## src/hdl/klt_ram.sv

```systemverilog
// klt_ram: generic single-write, single-read synchronous ram with registered read
// depends on nothing; used for the keymap copies and the pressed code memory
module klt_ram #(
  parameter int WIDTH = 16,
  parameter int DEPTH = 64
) (
  input  logic                     clk,
  input  logic                     we,
  input  logic [$clog2(DEPTH)-1:0] waddr,
  input  logic [WIDTH-1:0]         wdata,
  input  logic                     re,
  input  logic [$clog2(DEPTH)-1:0] raddr,
  output logic [WIDTH-1:0]         rdata
);

  logic [WIDTH-1:0] mem [DEPTH];

  always_ff @(posedge clk) begin
    if (we) begin
      mem[waddr] <= wdata;
    end
    if (re) begin
      rdata <= mem[raddr];
    end
  end

endmodule

```

## config.mk

```make
export PLATFORM = sky130hd
export DESIGN_NAME = klt_ram
export DESIGN_NICKNAME = d
export VERILOG_FILES = /design/src/hdl/klt_ram.sv
export SDC_FILE = /design/constraint.sdc
export NUM_CORES = 1
export LEC_CHECK = 0
export CAP_MARGIN = 20
export CELL_PAD_IN_SITES_DETAIL_PLACEMENT = 0
export CELL_PAD_IN_SITES_GLOBAL_PLACEMENT = 1
export CORE_MARGIN = 2
export CORE_UTILIZATION = 61
export CTS_CLUSTER_DIAMETER = 200
export CTS_CLUSTER_SIZE = 30
export DETAILED_ROUTE_END_ITERATION = 16
export DONT_BUFFER_PORTS = 1
export GPL_ROUTABILITY_DRIVEN = 0
export PLACE_DENSITY = 0.83
export SETUP_SLACK_MARGIN = 0.5
export SKIP_CTS_REPAIR_TIMING = 1
export SLEW_MARGIN = 20
export SYNTH_ARGS = -nofsm -noshare
export SYNTH_HDL_FRONTEND = slang
export SYNTH_SLANG_ARGS = --single-unit
```

## constraint.sdc

```tcl
create_clock -name clk -period 4.5 [get_ports clk]
set_clock_uncertainty 0.2 [all_clocks]
set_input_delay 0.45 -clock clk [delete_from_list [all_inputs] [get_ports clk]]
set_output_delay 0.45 -clock clk [all_outputs]
set_load 0.02 [all_outputs]
```

==> results.cfg <==
[drt]
wl_per_cell_um = 33.0
drtPass1Iterations = 5
dr_total_vias = 18600
via_per_inst = 6.83
drtAntennaViolNets = 0
drt_iter0_drc = 2460
wirelength_um = 89700
drc_errors = 0

[worst_setup_path]
crit_chain = mux4_2 > mux2i_1 > nand3_1 > a31oi_1 > a311oi_1
path_delay_family = multiplexers
crit_type = input pin to flop
critPathLaunchType = input pin
worst-path-buf-inv = 0
arrival_ns = 2.75
worstPathRequired_ns = 4.63
critical-path-max-stage-delay_ns = 0.78
cp_slowest_cell = mux4_2
end_kind = flop
critPathMaxFanout = 260

[floorplan]
core_area_um2 = 65500
die-width_um = 261
dieHeight_um = 261
die_area_um2 = 68000
initial_core_util_pct = 61.4
io_pins = 47
rows = 94

[timing]
period_minus_slack_ns = 2.62
fmax_mhz = 382
hold_viol = 0
worst_pin_slew_ns = 1.15
period_share_pct = 58.1
max_slew_margin_pct = 23.4
report.final.slew_viol_count = 0
setup_viol = 0
fin_tns_setup_ns = 0
final.setup.worst_slack_ns = 1.88
rsz0062_at_grt = false

[grt]
grt_pass1_wl_um = 128000
grt_max_degree = 261
overflow = 0
grt.total_usage_pct = 26.6
antenna_found_initial = 2
grt_pass1_vias = 18400

[cells_and_area]
area_delta_synth_final_pct = 5.97
mostFrequentLayoutCells = 1,040 x edfxtp_1, 220 x mux4_2, 85 x mux2i_1, 68 x nor2_1, 67 x buf_4
final_area_um2 = 42600
final_net_count = 1885
fin_cells = 2718
drive_gt1_share_pct = 20.9
n_antenna_cell = 0
final_common_cell = edfxtp_1
nFillCells = 4108

[clock_tree]
cts_buffers = 40
clk_latency_ns = 0.61
cts_root_buf = clkbuf_16
clkSinkCount = 1040
clockBufferDepth = 3
cts_tree = built
cts.clk_slew.worst_paths_ns = 0.11
htreeDepth = 2

[synth]
async_flop_share_pct = 0
postSynthCellCount = 1829
yosysSeqAreaShare_pct = 77.7
synth_flop_cell = edfxtp_1
syn_avg_cell_area_um2 = 22.0
synth_compound_area_share_pct = 2.40
synthMuxAreaShare_pct = 15.5
synth_area_um2 = 40200
synthSimpleGateAreaFrac_pct = 2.64
yosys.cell_types.count = 42
synth_edf_count = 1040
ys_ff_latch = 1040
synth_top_family_by_area = multiplexers
synth-xor-area-share_pct = 0
yosys_warnings = 0
synthAdderAreaFrac_pct = 0
synthesis.nets = 1860

[run]
max_cap_viol_count = 0

[power]
p_leak_nw = 13.1
p_per_area_nw_per_um2 = 372
p_total_mw = 15.9
irDropWorstVdd_uv = 282

[hold_path]
hp-class = input pin to flop

[place]
dp.cells = 2656
port_buffers = 0
hpwl_um = 50800
place_area_um2 = 41100
pre_cts_slack_ns = 1.84

[status]
outcome = complete, no violations
[worst paths after layout]
| check | start | cells after the start | to | slack [ns] |
|---|---|---|---|---|
| max reg2reg | mem[53][10] | 4 | rdata[10] | 2.08 |
| min reg2reg | mem[40][13] | 4 | rdata[13] | 0.77 |
| max | raddr[0] | 5 | rdata[9] | 1.88 |
| min | wdata[7] | 1 | mem[55][7] | 0.02 |
[layer usage]
metal  share of wire, %  GRT usage (%)  vias up
li1                   -              -     7645
met1                 38           38.6     9862
met2                 50           43.0      922
met3                9.2           4.39      132
met4                2.9           7.27        0
met5                  0              0        -
[report_power, final]
group | leakage [nW] | internal, mW | switching (mW) | total [mW]
registers | 9.37 | 10.7 | 0.0587 | 10.8
clock network | 0.511 | 1.66 | 2.65 | 4.31
logic | 3.18 | 0.345 | 0.417 | 0.762
[registers in the layout, summed over array words and instances, names as in the netlist]
name   count
mem     1024
rdata     16
[cell usage after synthesis (16+ instances only)]
library cell,number,area [um2]
clkbuf_1,24,90.1
buf_6,17,191
edfxtp_1,1040,31200
nor2_1,72,270
mux2i_1,85,851
nor2b_1,30,188
a22oi_1,39,293
mux2_2,27,304
nand2_1,59,221
buf_2,36,180
mux4_2,220,4950
a21oi_1,17,85.1
nand3_1,24,120
a221oi_1,16,140
[metrics by stage]
step           utilization, %  hold WS [ns]
2_1_floorplan               -         0.349
3_3_place_gp             62.7         0.354
3_5_place_dp             62.7         0.354
4_1_cts                  64.3        -0.290
5_1_grt                  65.0        0.0188
6_report                 65.0        0.0249
[area by class of cell]
| type | count | area, um2 | area share [%] |
|---|---|---|---|
| Clock buffer | 41 | 1030 | 2.41 |
| Sequential cell | 1040 | 31200 | 73.3 |
| Tap cell | 864 | 1080 | 2.54 |
| Timing Repair Buffer | 87 | 993 | 2.33 |
| Clock inverter | 1 | 11.3 | 0.0264 |
| Multi-Input combinational cell | 685 | 8260 | 19.4 |
[kinds of logic (layout without fill, tap and decap cells)]
logic type             after synthesis  in the layout
flip-flops                        1040           1040
buffers and inverters              104            129
AO/OA/AOI/OAI                      129            129
multiplexers                       336            336
AND/OR/NAND/NOR                    220            220
No activity file was read; power rests on OpenSTA's default activity.
