===== src/hdl/klt_pkg.sv =====
// klt_pkg: shared constants, codes and types for the keymap layer translator
// no dependencies; imported by keymap_layer_translator and klt_layer_unit
package klt_pkg;

  localparam int KLT_CODE_W         = 16;
  localparam int KLT_KEY_W          = 6;
  localparam int KLT_LAYER_W        = 2;
  localparam int KLT_CFG_W          = 16;
  localparam int KLT_CFG_IDX_W      = 3;
  localparam int KLT_SLOT_W         = 4;
  localparam int KLT_CNT_W          = 8;
  localparam int KLT_NUM_KEYS       = 64;
  localparam int KLT_NUM_LAYERS     = 4;
  localparam int KLT_NUM_LAYER_KEYS = 4;
  localparam int KLT_TABLE_DEPTH    = KLT_NUM_LAYERS * KLT_NUM_KEYS;

  localparam logic [KLT_CODE_W-1:0] KC_NO   = 16'h0000;
  localparam logic [KLT_CODE_W-1:0] KC_TRNS = 16'h0001;

  typedef enum logic [0:0] {
    OP_EVENT = 1'b0,
    OP_WRITE = 1'b1
  } klt_op_t;

  typedef enum logic [KLT_CFG_IDX_W-1:0] {
    REG_LAYER_BASE   = 3'd0,
    REG_LAYER_LIMIT  = 3'd1,
    REG_CONFIG_BASE  = 3'd2,
    REG_CONFIG_LIMIT = 3'd3,
    REG_LOWER_SLOT   = 3'd4,
    REG_RAISE_SLOT   = 3'd5,
    REG_LOWER_LAYER  = 3'd6,
    REG_MISC_LAYER   = 3'd7
  } klt_reg_t;

  typedef struct packed {
    logic [KLT_CODE_W-1:0]  layer_base;
    logic [KLT_CODE_W-1:0]  layer_limit;
    logic [KLT_CODE_W-1:0]  config_base;
    logic [KLT_CODE_W-1:0]  config_limit;
    logic [1:0]             lower_slot;
    logic [1:0]             raise_slot;
    logic [KLT_LAYER_W-1:0] lower_layer;
    logic [KLT_LAYER_W-1:0] misc_layer;
  } klt_cfg_t;

  // one hold counter step requested by the lookup stage
  typedef struct packed {
    logic                  valid;
    logic                  up;
    logic [KLT_SLOT_W-1:0] slot;
  } klt_lyr_upd_t;

endpackage


===== src/hdl/klt_layer_unit.sv =====
// klt_layer_unit: per layer-key hold counters and the active layer register
// depends on klt_pkg (klt_cfg_t, klt_lyr_upd_t)
module klt_layer_unit
  import klt_pkg::*;
#(
  parameter int NUM_LAYER_KEYS = KLT_NUM_LAYER_KEYS
) (
  input  logic                   clk,
  input  logic                   rst,
  input  klt_cfg_t               cfg,
  input  klt_lyr_upd_t           upd,
  output logic [KLT_LAYER_W-1:0] active_layer
);

  logic [KLT_CNT_W-1:0]   cnt      [NUM_LAYER_KEYS];
  logic [KLT_CNT_W-1:0]   cnt_next [NUM_LAYER_KEYS];
  logic [NUM_LAYER_KEYS-1:0] held;
  logic                   lo_held;
  logic                   hi_held;
  logic [KLT_LAYER_W-1:0] active_layer_next;

  always_comb begin
    lo_held = 1'b0;
    hi_held = 1'b0;
    for (int i = 0; i < NUM_LAYER_KEYS; i++) begin
      cnt_next[i] = cnt[i];
      if (upd.valid && int'(upd.slot) == i) begin
        cnt_next[i] = upd.up ? cnt[i] + 1'b1 : cnt[i] - 1'b1;
      end
      held[i] = (cnt_next[i] != '0);
      // a slot beyond the counter count never matches and reads as not held
      if (int'(cfg.lower_slot) == i) begin
        lo_held = held[i];
      end
      if (int'(cfg.raise_slot) == i) begin
        hi_held = held[i];
      end
    end
    if (lo_held && hi_held) begin
      active_layer_next = cfg.misc_layer;
    end else if (lo_held || hi_held) begin
      active_layer_next = cfg.lower_layer;
    end else begin
      active_layer_next = '0;
    end
  end

  always_ff @(posedge clk) begin
    if (rst) begin
      for (int i = 0; i < NUM_LAYER_KEYS; i++) begin
        cnt[i] <= '0;
      end
      active_layer <= '0;
    end else if (upd.valid) begin
      for (int i = 0; i < NUM_LAYER_KEYS; i++) begin
        cnt[i] <= cnt_next[i];
      end
      active_layer <= active_layer_next;
    end
  end

endmodule

===== config.mk =====
export PLATFORM = sky130hd
export DESIGN_NAME = klt_layer_unit
export DESIGN_NICKNAME = d
export VERILOG_FILES = /design/src/hdl/klt_pkg.sv /design/src/hdl/klt_layer_unit.sv
export SDC_FILE = /design/constraint.sdc
export NUM_CORES = 1
export LEC_CHECK = 0
export BUFFER_PORTS_ARGS = -buffer_cell sky130_fd_sc_hd__buf_2
export CAP_MARGIN = 20
export CORE_MARGIN = 3
export CORE_UTILIZATION = 40
export DETAILED_ROUTE_END_ITERATION = 6
export SYNTH_ARGS = -nofsm -noshare
export SYNTH_HDL_FRONTEND = slang
export SYNTH_SLANG_ARGS = --single-unit
export TNS_END_PERCENT = 100

===== constraint.sdc =====
create_clock -name clk -period 11.15 [get_ports clk]
set_input_delay 2.23 -clock clk [delete_from_list [all_inputs] [get_ports clk]]
set_output_delay 2.23 -clock clk [all_outputs]
set_load 0.1 [all_outputs]

==> impl_metrics.tcl <==
set metrics [dict create \
    portBuffers 17 \
    mostFrequentLayoutCells "nor2_1 (33), edfxtp_1 (32), ha_1 (24)" \
    io_pins 82 \
    post_cts_resized 0 \
    die_area_um2 8910 \
    yosysTopAreaCell "edfxtp_1" \
    drv_cap 0 \
    crit_required_ns 11.33 \
    cts_inserted_buffers 5 \
    leakagePower_nw 1.29 \
    grt_overflow_total 0 \
    cts_tree "yes" \
    synthCells 330 \
    syn_nets 438 \
    insertion_delay_ns 0.29 \
    syn_to_final_growth_pct 8.73 \
    wirelength_mm 7.11 \
    diodes 0 \
    cts_htree_levels 2 \
    antenna_found_initial 0 \
    cp_slowest_stage_delay_ns 0.71 \
    timing.slew.headroom_pct 36.8 \
    synth_top_area_share_pct 30.8 \
    root_buffer "clkbuf_8" \
    route.detailed.drc 0 \
    grt_pass1_wl_mm 11.9 \
    peakVddDrop_uv 65.5 \
    clkTransAtPathRegs_ns 0.07 \
    worst_pin_slew_ns 0.949 \
    critPathTopFamily "compound AO/OA/AOI/OAI gates" \
    synth_area_per_cell_um2 9.47 \
    cp.arrival_ns 5.72 \
    fin_nets 455 \
    vias 2640 \
    critPathLaunchType "input port" \
    ant_nets 0 \
    end_kind "flip-flop" \
    clock.fmax_mhz 180 \
    crit_fanout 15 \
    report.power.total_w 0.000358 \
    drive_gt1_share_pct 13.5 \
    synth-edff-count 32 \
    grt_setup_unrepaired "false" \
    drtIter0Drc 90 \
    place_hpwl_mm 5.28 \
    grt_pass1_vias 2507 \
    status "completed" \
    p_per_area_nw_per_um2 106 \
    setup_viol 0 \
    ys_top_cells_by_area "edfxtp_1 (31%), ha_1 (9.6%), nor2_1 (4.0%)" \
    tns_ns 0 \
    drv_slew 0 \
    fin_crit_sh_pct 49.7 \
    core.rowCount 31 \
    synth_cell_type_count 64 \
    clock-sinks 34 \
    track_usage_pct 16.9 \
    fin_hold_ws_ns 0.475 \
    path_buf_inv 3 \
    syn_area_um2 3120 \
    path_class "in2reg" \
    hold_buffers 0 \
    min_path_type "reg2reg" \
    coreArea_um2 7410 \
    wl_per_cell_um 15.9 \
    path_cells "buf_2, inv_1, buf_4, ha_1, or2_2, a21oi_1, nor3_1, a2111oi_0, nand4_1, o221ai_1, nand2_1, xnor2_1, o21ai_1" \
    r2r_setup_slack_ns 7.96 \
    die_w_um 94.4 \
    async_reset_ff_share_pct 0 \
    synthFlopType "edfxtp_1" \
    post_cts.repair.setup_buffers 0 \
    ys_ff_latch 34 \
    finalCriticalPeriod_ns 5.54 \
    final_common_cell "nor2_1" \
    finalClockSkew_ns 0.00670 \
    vias_per_cell 5.91 \
    initial_core_util_pct 42.2 \
    hold_violations 0 \
    grt_start_max_net_pins 28 \
    gp_routability_congestion 0.794 \
    cp_slowest_cell "a2111oi_0" \
    chipHeight_um 94.4 \
    ys_seq_area_share_pct 32.0 \
    firstDrtPassIters 4 \
    cts.path.max_buffers 2 \
    yosysWarnings 0 \
    n_fill_cell 711 \
]
layer usage:
metal,GRT usage [%],up-vias,share of wire (%)
li1,-,1321,-
met1,23.8,1254,50
met2,26.6,54,44
met3,3.19,11,4.3
met4,4.93,0,1.6
met5,0,-,0
flip-flops by register name, summed over array words and instances, names as in the netlist:
signal,count
active_layer,2
cnt,32
Yosys cell counts, drive strengths merged, types with 4 or more instances:
master / instances
mux2i: 8
nor2: 37
nand4b: 6
inv: 13
fa: 4
o221ai: 4
nor3b: 7
xor2: 8
o2111ai: 8
nor3: 10
nand2: 20
or2: 5
edfxtp: 32
nand4: 6
nand3: 9
clkbuf: 6
a31oi: 4
o21ai: 14
and2: 8
a211o: 5
xnor2: 11
a21oi: 15
ha: 24
a211oi: 8
nor4b: 5
metrics by stage:
step	setup WS [ns]	cells	instance area (um^2)	utilization (%)
after floorplan	5.93	330	3120	-
after global placement	5.32	439	3310	44.6
after detailed placement	5.30	439	3310	44.6
after CTS	5.59	447	3400	45.9
after global routing	5.24	447	3400	45.9
final	5.61	447	3400	45.9
tightest hold or removal path, cell delays in order (launching register included):
cell,delay (ns)
dfxtp_1,0.33
a32oi_1,0.05
o21ai_1,0.06
power by group:
part / leakage [nW] / total (W) / switching, W / internal (W)
clock: 0.0482 / 0.0000954 / 0.0000455 / 0.0000499
sequential: 0.371 / 0.000156 / 0.00000689 / 0.000149
combinational: 0.869 / 0.000107 / 0.0000638 / 0.0000436
path summary, 6_finish.rpt:
check	from	depth (start not counted)	end
worst max-delay path	upd[4]	13	active_layer[1]
worst min-delay path	active_layer[1]	2	active_layer[1]
worst max register to register	cnt[1][0]	10	active_layer[1]
worst min register to register	active_layer[1]	2	active_layer[1]
kinds of logic after synthesis:
group	after synthesis	synth area share, %
buffers and inverters	22	2.92
multiplexers	9	2.92
AND/OR/NAND/NOR	135	24.9
AO/OA/AOI/OAI	83	19.7
XOR/XNOR	19	5.33
flip-flops	34	32.0
adder cells (fa/ha/maj)	28	12.2
cell type report:
class	instances	area, um^2	share of cell area [%]
clock inverter	1	5.00	0.147
sequential	34	1000	29.5
tap	99	124	3.65
timing repair buffer	19	100	2.95
clock buffer	7	86.3	2.54
inverter	13	48.8	1.44
multi-input combinational	274	2030	59.8
Note: power is estimated with default switching activity, not from simulation.
